## config.mk

```make
export PLATFORM = sky130hd
export DESIGN_NAME = led_breath_slew_fader
export DESIGN_NICKNAME = d
export VERILOG_FILES = /design/src/rtl/core/lbsf_pkg.sv /design/src/rtl/core/lbsf_cfg_regs.sv /design/src/rtl/core/lbsf_update.sv /design/src/rtl/core/led_breath_slew_fader.sv
export SDC_FILE = /design/constraint.sdc
export NUM_CORES = 1
export LEC_CHECK = 0
export ABC_AREA = 1
export BUFFER_PORTS_ARGS = -buffer_cell sky130_fd_sc_hd__buf_2
export CORE_MARGIN = 4
export CORE_UTILIZATION = 40
export DETAILED_ROUTE_END_ITERATION = 8
export HOLD_SLACK_MARGIN = 0.15
export SLEW_MARGIN = 30
export SYNTH_ARGS = -nofsm -noshare
export SYNTH_HDL_FRONTEND = slang
export SYNTH_HIERARCHICAL = 1
export SYNTH_SLANG_ARGS = --single-unit
```

## constraint.sdc

```tcl
create_clock -name aclk -period 8.8 [get_ports aclk]
set_input_delay 0.44 -clock aclk [delete_from_list [all_inputs] [get_ports aclk]]
set_output_delay 0.44 -clock aclk [all_outputs]
set_load 0.02 [all_outputs]
```

## src/rtl/core/lbsf_pkg.sv

```systemverilog
// ----------------------------------------------------------------------------
// lbsf_pkg
// Shared types, constants and the slew helper of the breathing slew fader.
// ----------------------------------------------------------------------------
package lbsf_pkg;

    localparam int unsigned LevelWidth = 8;
    localparam int unsigned PhaseWidth = 3;
    localparam int unsigned TimeWidth  = 32;
    localparam int unsigned AddrWidth  = 3;
    localparam int unsigned OutWidth   = 40;

    localparam logic [TimeWidth-1:0]  HoldHighMs = 32'd500;
    localparam logic [TimeWidth-1:0]  HoldLowMs  = 32'd1500;
    localparam logic [LevelWidth-1:0] ColorStep  = 8'd6;
    localparam logic [LevelWidth-1:0] NormalStep = 8'd6;
    localparam logic [LevelWidth-1:0] RiseStep   = 8'd4;
    localparam logic [LevelWidth-1:0] FallStep   = 8'd2;

    // Operating modes. The unused code behaves like idle.
    localparam logic [1:0] ModeBreath = 2'd0;
    localparam logic [1:0] ModeNormal = 2'd1;
    localparam logic [1:0] ModeIdle   = 2'd2;

    // Register indexes on the configuration port.
    localparam logic [AddrWidth-1:0] RegMode           = 3'd0;
    localparam logic [AddrWidth-1:0] RegGoalRed        = 3'd1;
    localparam logic [AddrWidth-1:0] RegGoalGreen      = 3'd2;
    localparam logic [AddrWidth-1:0] RegGoalBlue       = 3'd3;
    localparam logic [AddrWidth-1:0] RegGoalBrightness = 3'd4;
    localparam logic [AddrWidth-1:0] RegBreathLow      = 3'd5;
    localparam logic [AddrWidth-1:0] RegBreathHigh     = 3'd6;

    localparam logic [LevelWidth-1:0] BreathLowReset  = 8'd32;
    localparam logic [LevelWidth-1:0] BreathHighReset = 8'd128;

    // Breath phases.
    localparam logic [PhaseWidth-1:0] PhaseRise     = 3'd0;
    localparam logic [PhaseWidth-1:0] PhaseHoldHigh = 3'd1;
    localparam logic [PhaseWidth-1:0] PhaseFall     = 3'd2;
    localparam logic [PhaseWidth-1:0] PhaseHoldLow  = 3'd3;
    localparam logic [PhaseWidth-1:0] PhaseRestart  = 3'd4;

    typedef struct packed {
        logic [1:0]            mode;
        logic [LevelWidth-1:0] goal_red;
        logic [LevelWidth-1:0] goal_green;
        logic [LevelWidth-1:0] goal_blue;
        logic [LevelWidth-1:0] goal_brightness;
        logic [LevelWidth-1:0] breath_low;
        logic [LevelWidth-1:0] breath_high;
    } cfg_t;

    typedef struct packed {
        logic [LevelWidth-1:0] brightness;
        logic [LevelWidth-1:0] red;
        logic [LevelWidth-1:0] green;
        logic [LevelWidth-1:0] blue;
        logic [PhaseWidth-1:0] phase;
        logic [TimeWidth-1:0]  hold_start;
    } fade_state_t;

    // Moves cur toward goal by at most step.
    function automatic logic [LevelWidth-1:0] slew(
        input logic [LevelWidth-1:0] cur,
        input logic [LevelWidth-1:0] goal,
        input logic [LevelWidth-1:0] step
    );
        logic [LevelWidth-1:0] result;
        result = goal;
        if (goal > cur && (goal - cur) > step) begin
            result = cur + step;
        end else if (cur > goal && (cur - goal) > step) begin
            result = cur - step;
        end
        return result;
    endfunction

endpackage

```

## src/rtl/core/lbsf_cfg_regs.sv

```systemverilog
// ----------------------------------------------------------------------------
// lbsf_cfg_regs
// Configuration register file written through a plain write port.
// ----------------------------------------------------------------------------
module lbsf_cfg_regs (
    input  logic                               aclk,
    input  logic                               aresetn,
    input  logic                               cfg_we,
    input  logic [lbsf_pkg::AddrWidth-1:0]     cfg_addr,
    input  logic [lbsf_pkg::LevelWidth-1:0]    cfg_wdata,
    output lbsf_pkg::cfg_t                     cfg
);

    lbsf_pkg::cfg_t cfg_reg;
    lbsf_pkg::cfg_t cfg_next;

    always_comb begin
        cfg_next = cfg_reg;
        if (cfg_we) begin
            case (cfg_addr)
                lbsf_pkg::RegMode:           cfg_next.mode            = cfg_wdata[1:0];
                lbsf_pkg::RegGoalRed:        cfg_next.goal_red        = cfg_wdata;
                lbsf_pkg::RegGoalGreen:      cfg_next.goal_green      = cfg_wdata;
                lbsf_pkg::RegGoalBlue:       cfg_next.goal_blue       = cfg_wdata;
                lbsf_pkg::RegGoalBrightness: cfg_next.goal_brightness = cfg_wdata;
                lbsf_pkg::RegBreathLow:      cfg_next.breath_low      = cfg_wdata;
                lbsf_pkg::RegBreathHigh:     cfg_next.breath_high     = cfg_wdata;
                default:                     cfg_next = cfg_reg;
            endcase
        end
    end

    always_ff @(posedge aclk) begin
        if (!aresetn) begin
            cfg_reg.mode            <= lbsf_pkg::ModeIdle;
            cfg_reg.goal_red        <= '0;
            cfg_reg.goal_green      <= '0;
            cfg_reg.goal_blue       <= '0;
            cfg_reg.goal_brightness <= '0;
            cfg_reg.breath_low      <= lbsf_pkg::BreathLowReset;
            cfg_reg.breath_high     <= lbsf_pkg::BreathHighReset;
        end else begin
            cfg_reg <= cfg_next;
        end
    end

    assign cfg = cfg_reg;

endmodule

```

## src/rtl/core/lbsf_update.sv

```systemverilog
// ----------------------------------------------------------------------------
// lbsf_update
// Next-state logic for one tick: color slew, normal slew and breath phases.
// ----------------------------------------------------------------------------
module lbsf_update (
    input  lbsf_pkg::cfg_t                     cfg,
    input  lbsf_pkg::fade_state_t              cur,
    input  logic [lbsf_pkg::TimeWidth-1:0]     now_ms,
    output lbsf_pkg::fade_state_t              nxt
);

    logic [lbsf_pkg::TimeWidth-1:0]  elapsed;
    logic [lbsf_pkg::LevelWidth-1:0] rise_level;
    logic [lbsf_pkg::LevelWidth-1:0] fall_level;

    // Elapsed time wraps with the free-running millisecond counter.
    assign elapsed    = now_ms - cur.hold_start;
    assign rise_level = lbsf_pkg::slew(cur.brightness, cfg.breath_high, lbsf_pkg::RiseStep);
    assign fall_level = lbsf_pkg::slew(cur.brightness, cfg.breath_low, lbsf_pkg::FallStep);

    always_comb begin
        nxt = cur;
        case (cfg.mode)
            lbsf_pkg::ModeBreath: begin
                nxt.red   = lbsf_pkg::slew(cur.red, cfg.goal_red, lbsf_pkg::ColorStep);
                nxt.green = lbsf_pkg::slew(cur.green, cfg.goal_green, lbsf_pkg::ColorStep);
                nxt.blue  = lbsf_pkg::slew(cur.blue, cfg.goal_blue, lbsf_pkg::ColorStep);
                case (cur.phase)
                    lbsf_pkg::PhaseRise: begin
                        nxt.brightness = rise_level;
                        if (rise_level == cfg.breath_high) begin
                            nxt.hold_start = now_ms;
                            nxt.phase      = lbsf_pkg::PhaseHoldHigh;
                        end
                    end
                    lbsf_pkg::PhaseHoldHigh: begin
                        if (elapsed > lbsf_pkg::HoldHighMs) begin
                            nxt.phase = lbsf_pkg::PhaseFall;
                        end
                    end
                    lbsf_pkg::PhaseFall: begin
                        nxt.brightness = fall_level;
                        if (fall_level == cfg.breath_low) begin
                            nxt.hold_start = now_ms;
                            nxt.phase      = lbsf_pkg::PhaseHoldLow;
                        end
                    end
                    lbsf_pkg::PhaseHoldLow: begin
                        if (elapsed > lbsf_pkg::HoldLowMs) begin
                            nxt.phase = lbsf_pkg::PhaseRestart;
                        end
                    end
                    default: begin
                        // Restart, and any code past it, returns to the rise.
                        nxt.phase = lbsf_pkg::PhaseRise;
                    end
                endcase
            end
            lbsf_pkg::ModeNormal: begin
                nxt.red   = lbsf_pkg::slew(cur.red, cfg.goal_red, lbsf_pkg::ColorStep);
                nxt.green = lbsf_pkg::slew(cur.green, cfg.goal_green, lbsf_pkg::ColorStep);
                nxt.blue  = lbsf_pkg::slew(cur.blue, cfg.goal_blue, lbsf_pkg::ColorStep);
                nxt.brightness = lbsf_pkg::slew(cur.brightness, cfg.goal_brightness,
                                                lbsf_pkg::NormalStep);
            end
            default: begin
                nxt = cur;
            end
        endcase
    end

endmodule

```

## src/rtl/core/led_breath_slew_fader.sv

```systemverilog
// ----------------------------------------------------------------------------
// led_breath_slew_fader
// Per-tick LED color slew with a timed breathing brightness envelope.
// ----------------------------------------------------------------------------
// Each input transaction on the s_ channel is one update tick carrying the
// current millisecond time. The block updates its color levels, brightness
// and breath phase from that tick and presents exactly one result
// transaction on the m_ channel.
// Latency: the result is valid in the cycle after the tick is accepted.
// Throughput: one tick per cycle while the receiver does not stall; the single
// pass of next-state logic from the state registers back into them sets this figure.
// A new tick is taken while the previous result is being taken in the same
// cycle; while the receiver stalls with a result held, s_tready is low and
// the held result stays unchanged.
// Configuration is written through cfg_we / cfg_addr / cfg_wdata, one
// register per cycle, by the user only while no tick is in flight; the block does not enforce it.
// Reset (aresetn low, synchronous) clears levels, phase and hold time,
// empties the result register and sets mode to idle, floor 32, ceiling 128.
// ----------------------------------------------------------------------------
module led_breath_slew_fader (
    input  logic                                aclk,
    input  logic                                aresetn,
    input  logic                                cfg_we,
    input  logic [lbsf_pkg::AddrWidth-1:0]      cfg_addr,
    input  logic [lbsf_pkg::LevelWidth-1:0]     cfg_wdata,
    input  logic                                s_tvalid,
    output logic                                s_tready,
    input  logic [lbsf_pkg::TimeWidth-1:0]      s_tdata,   // [31:0] now_ms
    output logic                                m_tvalid,
    input  logic                                m_tready,
    // [7:0] out_brightness, [15:8] out_red, [23:16] out_green,
    // [31:24] out_blue, [34:32] out_phase, [39:35] zero
    output logic [lbsf_pkg::OutWidth-1:0]       m_tdata
);

    lbsf_pkg::cfg_t        cfg;
    lbsf_pkg::fade_state_t state_reg;
    lbsf_pkg::fade_state_t state_next;
    logic                  m_tvalid_reg;
    logic                  m_tvalid_next;
    logic                  accept;

    lbsf_cfg_regs u_cfg_regs (
        .aclk      (aclk),
        .aresetn   (aresetn),
        .cfg_we    (cfg_we),
        .cfg_addr  (cfg_addr),
        .cfg_wdata (cfg_wdata),
        .cfg       (cfg)
    );

    lbsf_update u_update (
        .cfg    (cfg),
        .cur    (state_reg),
        .now_ms (s_tdata),
        .nxt    (state_next)
    );

    assign s_tready      = !m_tvalid_reg || m_tready;
    assign accept        = s_tvalid && s_tready;
    assign m_tvalid_next = accept ? 1'b1 : (m_tvalid_reg && !m_tready);

    // The state registers double as the result register: the result of a
    // tick is the state it leaves behind.
    always_ff @(posedge aclk) begin
        if (!aresetn) begin
            state_reg    <= '0;
            m_tvalid_reg <= 1'b0;
        end else begin
            m_tvalid_reg <= m_tvalid_next;
            if (accept) begin
                state_reg <= state_next;
            end
        end
    end

    assign m_tvalid = m_tvalid_reg;
    assign m_tdata  = {5'd0, state_reg.phase, state_reg.blue, state_reg.green,
                       state_reg.red, state_reg.brightness};

endmodule

```

== Yosys cells after proc, flatten, opt, wreduce, memory -nomap -nowiden ==
Cells that the tools add are included.
Storage, ports and cells
  register bits after elaboration: 118
  input bits: 48
  output and inout bits: 42
  word-level logic and storage cells: 136
Cells by class
  add/subtract/negate cells: 25
  magnitude comparators: 26
  equality and inequality tests: 17
  multiplexer cells: 21
  reductions and logical operators: 33
Operators by type and width (count)
  $pmux 32 s2: 2
  $gt 8x8->1: 12
  $mux 8: 12
  $sub 8x8->8: 12
  $gt 8x3->1 const B: 10
  $mux 35: 2
  $add 8x3->8 const B: 5
  $sub 8x3->8 const B: 5
  $gt 32x11->1 const B: 1
  $gt 32x9->1 const B: 1
  $sub 32x32->32: 1
  $eq 8x8->1: 2
  $gt 8x2->1 const B: 2
  $pmux 8 s2: 1
  $reduce_and 2->1: 8
  $logic_and 1x1->1: 14
  $eq 3x2->1 const B: 4
  $pmux 3 s4: 1
  $eq 3x3->1 const B: 3
  $add 8x2->8 const B: 1
  $ne 2x1->1 const B: 4
  $sub 8x2->8 const B: 1
  $eq 3x1->1 const B: 2
  $logic_not 3->1: 2
  other kinds (11): 14

== Depth between registers and ports, before layout ==
Gate-level depths: netlist of the first run.
  depth after elaboration: 8
  depth in mapped cells: 31
  gate-level depth less buffers: 30

== Modules after synthesis ==
The synthesis of the first run kept the hierarchy.
By module, submodules not included
  lbsf_update: instances 1, cells an instance 2169, area an instance 11493.5 um^2, seq. area each 0.0 um^2
  led_breath_slew_fader: instances 1, cells an instance 485, area an instance 3348.2 um^2, seq. area each 1361.3 um^2
  lbsf_cfg_regs: instances 1, cells an instance 291, area an instance 2059.5 um^2, seq. area each 1001.0 um^2

== Worst setup path before layout of the first run ==
Ideal clock, no wire load.
  kind: register to register
  start: register state_reg, in the netlist m_tdata[1]
  end: register state_reg[22] (netlist name)
  setup time: 0.115 ns
  arrival time: 3.420 ns
  data required time: 8.685 ns
  slack: 5.265 ns
  stages on the path, launching flop included: 30
  buffers on the path: 3
  clock period less this slack: 3.535 ns
  cells stage by stage: dfxtp_1 -> clkbuf_1 -> inv_1 -> fa_1 -> inv_1 -> nand2_1 -> nand2_1 -> nand3_1 -> nand3_1 -> nand2_1 -> nor2_2 -> nand2_2 -> nand2_4 -> nand2_4 -> buf_6 -> nand3_1 -> nand2_1 -> inv_1 -> nand2_1 -> nor2_4 -> buf_2 -> nand4_1 -> nand3_1 -> nand2_1 -> nand2_1 -> nand2_1 -> inv_1 -> nand3_1 -> nand2_1 -> nor2_1
Between the ends
  cells in the longest elaborated chain, start to end: 8
  elaborated cells on any way between the ends: 29
  classes of those cells: add/sub (8); order compare (8); eq/ne (4); mux (4); reduce/logical (5)
Ends and longest elaborated chain
  from (decl): line led_breath_slew_fader.sv:37  | lbsf_pkg::fade_state_t state_reg;
  from (signal assigned): line led_breath_slew_fader.sv:72  | state_reg <= state_next;
  $sub 8x8->8: line lbsf_pkg.sv:73  | end else if (cur > goal && (cur - goal) > step) begin
  $gt 8x2->1 or $gt 8x3->1 (tied branches): line lbsf_pkg.sv:73
  $logic_and 1x1->1: line lbsf_pkg.sv:73
  $mux 8: line lbsf_pkg.sv:73
  $mux 8: line lbsf_pkg.sv:71  | if (goal > cur && (goal - cur) > step) begin
  $eq 8x8->1, on equally long branches: line lbsf_update.sv:43, lbsf_update.sv:31
  $ne 2x1->1 (no source line)
  $reduce_and 5->1 (no source line) *
Every way passes the cells marked *; elsewhere a longest branch is shown, timed or not.
A chain may end at the register's enable or synchronous reset.

== Worst setup path in the final report of the first run ==
  start: register state_reg, in the netlist m_tdata[1]
  end: register state_reg[27] (netlist name)
The elaborated chain is that of the path after synthesis.

==> flow_summary.yaml, run 1 <==
routing:
  ant_nets: 0
  via_count: 18454
  drt_iter0_drc: 1690
  drt-pass1-iter-count: 8
  drc: 0
  wl_per_cell_um: 16.0
  viasPerCell: 5.33
  drt_wl_total_mm: 55.3
pwr:
  ir_drop_mv: 0.132
  power.density_nw_per_um2: 153
  p_leak_nw: 9.23
hold_path:
  min_path_type: "in2reg"
  min_delay_path_depth: 3
synth:
  synth_area_per_cell_sq_um: 5.74
  postSynthCellCount: 2945
  netlist_area_sq_um: 16900
  synthArstFlopShare_pct: 0
  ys.flop_type: "dfxtp_1"
  ys_ff_latch: 118
  synth_edf_count: 0
  synth.distinct_cells: 54
  ys_warn_count: 6
  ys_seq_area_share_pct: 14.0
global_routing:
  overflow: 0
  grt_start_max_net_pins: 89
  grt_pass1_wl_mm: 88.9
  antenna_found_initial: 0
  track_usage_pct: 23.7
  grt_pass1_vias: 17052
die:
  dieArea_sq_um: 45600
  coreArea_sq_um: 41900
  io_pins: 90
  placementRows: 75
  fp.dieW_um: 214
  die_h_um: 214
  start_util_pct: 40.4
critical_path:
  critPathMaxFanout: 34
  cp_slowest_cell: "dfxtp_1"
  endpoint_kind: "flop"
  arrival_ns: 5.66
  crit_family: "simple AND/OR/NAND/NOR gates"
  rr_worst_depth: 27
  max_stage_delay_ns: 0.80
  crit_top_cell: "nand2_1"
  cp.depth: 27
  path_buf_inv: 2
  path_class: "reg2reg"
  rrSetupSlack_ns: 3.51
  start_kind: "flop"
  required_ns: 9.17
placed_design:
  finalWeightedCongestion: 0.963
  dp.cells: 3428
  dp_hpwl_mm: 41.4
  portBuffers: 84
sta:
  skew_ns: 0.0109
  setup_violations: 0
  clock.fmax_ghz: 0.189
  worst_slew_pin_slew_ns: 0.961
  hold_violations: 0
  tns_ns: 0
  slew_headroom_pct: 35.9
  rsz0062_at_grt: "no"
  fin_crit_sh_pct: 60.1
  timing.final.max_slew_violations: 0
  layout_min_cycle_time_ns: 5.29
finish:
  layout.cells.non_filler: 3460
  fillers: 4650
  finalNetCount: 3108
  area_growth_pct: 4.91
  layout-drive-gt1-share_pct: 6.37
  largest_reg_flops: 50
  antennaDiodeCount: 0
status:
  status: "complete, no violations"
cts:
  clockRootBuffer: "clkbuf_16"
  cts.repair.resized: 0
  post_cts.repair.setup_buffers: 0
  numCtsBuffers: 17
  path_clk_slew_ns: 0.07
  clk_path_buf_depth: 2
  cts_tree: "yes"
  holdBufCountCts: 0
  clk_latency_ns: 0.44
  cts_sinks: 118
  htree_levels: 4
flow_run:
  drv_cap: 0
cell usage after synthesis (15+ instances only):
library cell	instances	area share [%]
buf_4	61	2.7
ha_1	140	10
clkbuf_1	42	0.93
dfxtp_1	118	14
nand2_1	808	18
o21ai_0	108	3.2
buf_2	37	1.1
nor3_1	32	0.95
nor2_1	279	6.2
nand4_1	55	2.0
xor2_1	87	4.5
xnor2_1	15	0.78
a21oi_1	189	5.6
o211ai_1	20	0.89
nand3_1	373	11
inv_1	415	9.2
cell type report:
cell class / instances / area, sq um / share of cell area [%]
repair buffers: 97 / 523 / 2.95
inverters: 432 / 1620 / 9.15
clock buffers: 17 / 425 / 2.40
clock inverters: 15 / 136 / 0.769
well taps: 539 / 674 / 3.80
flip-flops and latches: 118 / 2360 / 13.3
multi-input cells: 2242 / 12000 / 67.6
worst min-delay path: stages:
cell	delay, ns
buf_2	0.12
nand2_1	0.05
nand3_1	0.06
worst paths after layout:
check | from | endpoint
setup / recovery | m_tdata[1]$_SDFFE_PN0P_ | state_reg[27]$_SDFFE_PN0P_
hold reg to reg | state_reg[21]$_SDFFE_PN0P_ | state_reg[21]$_SDFFE_PN0P_
hold / removal | cfg_wdata[1] | u_cfg_regs/cfg[49]$_SDFFE_PN1P_
setup reg to reg | m_tdata[1]$_SDFFE_PN0P_ | state_reg[27]$_SDFFE_PN0P_
metrics by stage:
step	hold WS, ns	total power, mW	setup WS [ns]	cell area [sq um]	util, %
CTS	0.247	2.71	3.55	17700	42.4
finish	0.263	2.71	3.51	17700	42.4
global route	0.269	2.93	2.96	17700	42.4
global placement	0.484	2.00	3.59	17200	41.0
detailed placement	0.492	2.01	3.59	17200	41.0
floorplan	0.440	1.71	5.27	16900	-
metal layers:
metal | share of wire (%) | vias to the layer above | track usage (%)
met5 | 0 | - | 0
met4 | 1.5 | 0 | 5.39
met3 | 6.2 | 55 | 3.26
met2 | 45 | 611 | 38.7
met1 | 47 | 8438 | 33.4
li1 | - | 9350 | -
cells in the final DEF (no fill, tap or decap), drive strengths merged, types with 33 or more instances in the layout:
master  count
nand4      55
xor2       87
dfxtp     118
inv       433
o21ai     113
nor3       33
a21oi     194
ha        140
nand3     375
buf        97
nand2     822
nor2      296
cells by family (layout without fill, tap and decap cells):
| logic type | after synthesis | in the layout | share of synthesized area (%) |
|---|---|---|---|
| adder cells (fa/ha/maj) | 152 | 152 | 11.8 |
| other | 1 | 5 | 0.0222 |
| buffers and inverters | 589 | 561 | 15.3 |
| XOR/XNOR | 102 | 102 | 5.29 |
| AND/OR/NAND/NOR | 1604 | 1604 | 41.1 |
| AO/OA/AOI/OAI | 379 | 379 | 12.6 |
| flip-flops | 118 | 118 | 14.0 |
power breakdown:
group          internal, mW  total, mW  switching, mW
Sequential            0.567      0.617         0.0495
Clock                 0.372      0.686          0.314
Combinational         0.438       1.41          0.968
Power figures use the tool's default switching activity.
==> run 2: changes to the inputs <==
--- a/config.mk
+++ b/config.mk
@@ -5,7 +5,7 @@
 export SDC_FILE = /design/constraint.sdc
 export NUM_CORES = 1
 export LEC_CHECK = 0
-export ABC_AREA = 1
+export ABC_AREA = 0
 export BUFFER_PORTS_ARGS = -buffer_cell sky130_fd_sc_hd__buf_2
 export CORE_MARGIN = 4
 export CORE_UTILIZATION = 40
==> constraint.sdc (replaced) <==
create_clock -name aclk -period 5.4 [get_ports aclk]
set_input_delay 0.27 -clock aclk [delete_from_list [all_inputs] [get_ports aclk]]
set_output_delay 0.27 -clock aclk [all_outputs]
set_load 0.02 [all_outputs]
==> run 2 against run 1 <==
Sequential power grew 46%. Die area shrank 12%. Non-clock buffer count grew 13. Via count shrank 25%. First-iteration DRC count shrank 37%. Register-to-register slack lost 2.8 ns. Highest routed layer is now met5. Combinational power shrank 44%. Synthesized area shrank 12%. Largest cell class unchanged. Clock skew grew 0.0027 ns. Wire length shrank 22%. Sequential cell count is the same.
==> flow_summary.yaml, run 2 <==
finish:
  final_util_pct: 43.2
  final_common_cell: "nand2_1"
  fillers: 3781
  fin_area_sq_um: 15800
  layout_common_cells: "287 x nand2_1, 177 x inv_1, 143 x mux2i_1"
  largest_reg_flops: 50
  finalNetCount: 2154
  layout.cells.non_filler: 2435
  layout-drive-gt1-share_pct: 9.82
  area_growth_pct: 6.77
critical_path:
  critPathMaxFanout: 17
  arrival_ns: 4.95
  path_buf_inv: 3
  crit_top_cell: "a31oi_1"
  path_class: "reg2reg"
  endpoint_kind: "flop"
  cp_slowest_cell: "dfxtp_1"
  path_cells: "buf_4 -> ha_1 -> and3_1 -> a21oi_1 -> a31oi_1 -> a2111oi_0 -> a31oi_1 -> nand2_1 -> a31oi_1 -> or3_1 -> o31ai_4 -> buf_6 -> buf_4 -> mux2_2 -> nand2_1 -> mux2i_1"
  required_ns: 5.69
  start_kind: "flop"
  crit_family: "compound AO/OA/AOI/OAI gates"
  max_stage_delay_ns: 0.64
pwr:
  ir_drop_mv: 0.183
  switchingPower_mw: 0.974
  p_seq_share_pct: 31.5
  p_leak_nw: 6.54
  p_clk_share_pct: 40.8
  intPower_mw: 1.89
  sw_frac_of_total_pct: 34.1
  combPwrFrac_pct: 27.7
  power.density_nw_per_um2: 181
synth:
  ys_seq_area_share_pct: 16.0
  synth.distinct_cells: 101
  ys_ff_latch: 118
  synthArstFlopShare_pct: 0
  ys_warn_count: 6
  synth_top_area_share_pct: 16.0
  synth_area_per_cell_sq_um: 7.51
  synth_edf_count: 0
  postSynthCellCount: 1969
  netlist_area_sq_um: 14800
  synth.area.top_cells: "dfxtp_1 16%, ha_1 12%, mux2i_1 9.7%, nand2_1 7.3%, inv_1 4.5%"
  synthTopCellsByCount: "287 x nand2_1, 177 x inv_1, 143 x mux2i_1"
  ys.flop_type: "dfxtp_1"
  yosysMostFrequentCell: "nand2_1"
  yosysTopAreaCell: "dfxtp_1"
placed_design:
  placed_area_sq_um: 15100
  pre_cts_ws_ns: 0.715
  dp.cells: 2397
  dp_hpwl_mm: 32.6
  portBuffers: 84
  finalWeightedCongestion: 0.892
routing:
  drt-pass1-iter-count: 6
  viasPerCell: 5.72
  via_count: 13929
  drt_iter0_drc: 1064
  drc: 0
  drt_wl_total_mm: 43.2
  wl_per_cell_um: 17.8
  ant_nets: 0
sta:
  skew_ns: 0.0136
  layout_min_cycle_time_ns: 4.66
  rsz0062_at_grt: "no"
  tns_ns: 0
  fin_crit_sh_pct: 86.3
  hold_violations: 0
  setup_violations: 0
  clock.fmax_ghz: 0.215
  layout_setup_ws_ns: 0.738
  timing.final.max_slew_violations: 0
  slew_headroom_pct: 39.7
  worst_slew_pin_slew_ns: 0.904
status:
  status: "complete, no violations"
global_routing:
  grt_pass1_vias: 13370
  grt_start_max_net_pins: 145
  grt_pass1_wl_mm: 70.1
  antenna_found_initial: 3
  track_usage_pct: 20.8
  overflow: 0
die:
  fp.dieW_um: 200
  coreArea_sq_um: 36500
  placementRows: 70
  start_util_pct: 40.5
  dieArea_sq_um: 40100
  io_pins: 90
  die_h_um: 200
cts:
  cts_sinks: 118
  clk_latency_ns: 0.44
  clk_path_buf_depth: 2
  clockRootBuffer: "clkbuf_16"
  numCtsBuffers: 17
  path_clk_slew_ns: 0.06
  cts_tree: "yes"
  cts.repair.resized: 0
  htree_levels: 4
hold_path:
  min_path_type: "in2reg"
flow_run:
  drv_cap: 0
[run 2: what timing repair did]
item                                   4_1_cts  5_1_grt
setup buffers                                0        0
hold buffers                                 5        0
endpoints found under the hold margin        4        0
[run 2: cell type report]
| cell class | instances | area [sq um] | area share (%) |
|---|---|---|---|
| Antenna cell | 1 | 2.50 | 0.0158 |
| Sequential cell | 118 | 2360 | 15.0 |
| Inverter | 179 | 672 | 4.25 |
| Tap cell | 468 | 586 | 3.71 |
| Multi-Input combinational cell | 1528 | 10900 | 69.3 |
| Clock buffer | 18 | 439 | 2.78 |
| Clock inverter | 13 | 148 | 0.935 |
| Timing Repair Buffer | 110 | 641 | 4.06 |
[run 2: per-layer routing]
| layer | global-route usage [%] | wire [um] |
|---|---|---|
| met5 | 0 | 27 |
| met4 | 6.00 | 994 |
| met3 | 3.80 | 2230 |
| met2 | 34.5 | 20000 |
| met1 | 27.7 | 20000 |
[run 2: logic make-up after synthesis]
logic type | Yosys count | share of synthesized area (%)
simple gates | 604 | 19.4
other cells | 1 | 0.0253
fa+ha+maj | 152 | 13.5
buf+inv | 327 | 10.2
mux | 184 | 12.8
compound gates | 492 | 22.8
flops | 118 | 16.0
xor+xnor | 91 | 5.39
[run 2: stage by stage]
stage               hold WS [ns]  total power, mW
detailed placement         0.462             1.69
floorplan                  0.409             1.52
global placement           0.452             1.69
finish                     0.215             2.86
CTS                        0.186             2.88
global route               0.221             3.00
[run 2: tightest hold or removal path: cells and delay by family]
family / cells / cell delay (ns)
buffers and inverters: 1 / 0.14
muxes: 1 / 0.11
and+or+nand+nor: 1 / 0.08
[run 2: final timing paths]
path | from | end | slack, ns | depth (start not counted)
worst max-delay path | m_tdata[3]$_SDFFE_PN0P_ | state_reg[3]$_SDFFE_PN0P_ | 0.74 | 16
worst min-delay path | cfg_addr[0] | u_cfg_regs/cfg[49]$_SDFFE_PN1P_ | 0.22 | 3
worst min register to register | state_reg[30]$_SDFFE_PN0P_ | state_reg[30]$_SDFFE_PN0P_ | 0.47 | 2
worst max register to register | m_tdata[3]$_SDFFE_PN0P_ | state_reg[3]$_SDFFE_PN0P_ | 0.74 | 16
[run 2: power groups by stage]
| stage | sequential (mW) | clock (mW) | combinational [mW] |
|---|---|---|---|
| 3_3_place_gp | 0.920 | 0 | 0.769 |
| 5_1_grt | 0.903 | 1.23 | 0.870 |
| 2_1_floorplan | 0.914 | 0 | 0.611 |
| 3_5_place_dp | 0.921 | 0 | 0.772 |
| 6_report | 0.902 | 1.17 | 0.791 |
| 4_1_cts | 0.901 | 1.20 | 0.780 |
==> run 3: changes to the inputs <==
--- a/config.mk
+++ b/config.mk
@@ -8,10 +8,9 @@
 export ABC_AREA = 0
 export BUFFER_PORTS_ARGS = -buffer_cell sky130_fd_sc_hd__buf_2
 export CORE_MARGIN = 4
-export CORE_UTILIZATION = 40
+export CORE_UTILIZATION = 31
 export DETAILED_ROUTE_END_ITERATION = 8
 export HOLD_SLACK_MARGIN = 0.15
-export SLEW_MARGIN = 30
 export SYNTH_ARGS = -nofsm -noshare
 export SYNTH_HDL_FRONTEND = slang
 export SYNTH_HIERARCHICAL = 1
==> run 3 against run 2 <==
Worst hold slack got worse by 0.012 ns. Largest power group unchanged. Critical path type unchanged. Sequential power barely moved. Worst setup slack got worse by 0.12 ns. Critical endpoint is now state_reg[2]$_SDFFE_PN0P_. Wire length is 0.25% higher. Sequential cell count stayed put.
==> flow_summary.yaml, run 3 (synthesis results as in run 2) <==
routing:
  drt_wl_total_mm: 43.3
  viasPerCell: 5.43
  drc: 0
  wl_per_cell_um: 16.8
  ant_nets: 0
  drt-pass1-iter-count: 5
  drt_iter0_drc: 1076
  via_count: 14025
sta:
  layout_min_cycle_time_ns: 4.78
  clock.fmax_ghz: 0.209
  rsz0062_at_grt: "no"
  tns_ns: 0
  hold_violations: 0
  setup_violations: 0
  skew_ns: 0.0124
  fin_crit_sh_pct: 88.5
  timing.final.max_slew_violations: 0
  worst_slew_pin_slew_ns: 0.940
  slew_headroom_pct: 37.3
cts:
  clk_latency_ns: 0.44
  htree_levels: 4
  cts_sinks: 118
  cts_tree: "yes"
  post_cts.repair.setup_buffers: 0
  clockRootBuffer: "clkbuf_16"
  path_clk_slew_ns: 0.06
  clk_path_buf_depth: 2
  numCtsBuffers: 17
critical_path:
  path_class: "reg2reg"
  start_kind: "flop"
  required_ns: 5.70
  path_cells: "inv_1 -> ha_1 -> fa_1 -> nor2b_1 -> o21ai_0 -> a221oi_1 -> o211ai_1 -> o211ai_1 -> buf_4 -> a31oi_1 -> o21ai_0 -> o211ai_2 -> o31ai_4 -> buf_4 -> mux2_2 -> nand2_1 -> mux2i_1"
  critPathMaxFanout: 19
  rr_worst_depth: 17
  endpoint_kind: "flop"
  cp_slowest_cell: "o31ai_4"
  arrival_ns: 5.08
  max_stage_delay_ns: 0.81
global_routing:
  track_usage_pct: 16.6
  grt_pass1_wl_mm: 69.6
  overflow: 0
  grt_pass1_vias: 13189
  antenna_found_initial: 4
  grt_start_max_net_pins: 83
pwr:
  power.density_nw_per_um2: 176
  power.total_mw: 2.82
  p_leak_nw: 6.57
  ir_drop_mv: 0.170
placed_design:
  portBuffers: 84
  dp.cells: 2543
  finalWeightedCongestion: 0.918
  dp_hpwl_mm: 33.0
finish:
  area_growth_pct: 8.13
  final_common_cell: "nand2_1"
  finalNetCount: 2160
  largest_reg_flops: 50
  layout-drive-gt1-share_pct: 10.1
  layout.cells.non_filler: 2581
  layout_common_cells: "287 x nand2_1, 177 x inv_1, 143 x mux2i_1"
die:
  fp.dieW_um: 226
  io_pins: 90
  die_h_um: 226
  dieArea_sq_um: 51300
  coreArea_sq_um: 46900
  placementRows: 79
  start_util_pct: 31.6
status:
  status: "complete, no violations"
flow_run:
  drv_cap: 0
hold_path:
  min_delay_path_depth: 3
  min_path_type: "in2reg"
## run 3: cell types whose count changed in the layout (fill, tap and decap cells not counted)
cell / before / now
inv_6: 4 / 7
buf_4: 20 / 27
clkinvlp_4: 4 / 3
clkbuf_8: 2 / 1
bufinv_16: 2 / 1
## run 3: worst paths after layout
| path | startpoint | endpoint | slack (ns) |
|---|---|---|---|
| worst max-delay path | m_tdata[0]$_SDFFE_PN0P_ | state_reg[2]$_SDFFE_PN0P_ | 0.62 |
| worst max register to register | m_tdata[0]$_SDFFE_PN0P_ | state_reg[2]$_SDFFE_PN0P_ | 0.62 |
| worst min register to register | state_reg[8]$_SDFFE_PN0P_ | state_reg[8]$_SDFFE_PN0P_ | 0.47 |
| worst min-delay path | cfg_addr[0] | u_cfg_regs/cfg[49]$_SDFFE_PN1P_ | 0.20 |
## run 3: cell type report
class	count	area [sq um]
clock buffer	18	439
fill	5055	30900
sequential	118	2360
inverter	179	672
timing repair buffer	116	679
tap	607	759
antenna	1	2.50
clock inverter	14	136
multi-input combinational	1528	10900
## run 3: what timing repair did
action                                 4_1_cts  5_1_grt
endpoints found under the hold margin        4        0
resized for setup                            0        0
hold buffers                                 5        0
## run 3: worst max-delay path: cells and delay by family, from the launching register on
kind / cells / cell delay, ns
AND/OR/NAND/NOR: 2 / 0.17
AO/OA/AOI/OAI: 8 / 1.91
adder cells (fa/ha/maj): 2 / 0.69
flip-flops: 1 / 0.56
multiplexers: 2 / 0.45
buffers and inverters: 3 / 0.84
## run 3: where the power goes
group          internal [mW]  switching (mW)  leakage [nW]
Clock                  0.654           0.477         0.275
Sequential             0.882          0.0193         0.952
Combinational          0.310           0.478          5.34
## run 3: layer usage
layer	share of wire (%)	routed length, um	GRT usage [%]
met2	45	19700	27.4
met3	5.1	2210	2.91
met1	47	20500	22.3
met4	2.1	901	4.42
met5	0.092	40	0
## run 3: metrics by stage
step | cell area, sq um | setup slack (ns) | utilization, % | hold WS (ns)
finish | 16000 | 0.620 | 34.1 | 0.203
global route | 16000 | 0.254 | 34.1 | 0.202
CTS | 16000 | 0.576 | 34.1 | 0.181
detailed placement | 15400 | 0.591 | 32.8 | 0.464
global placement | 15400 | 0.801 | 32.8 | 0.452
floorplan | 14800 | 1.53 | - | 0.409
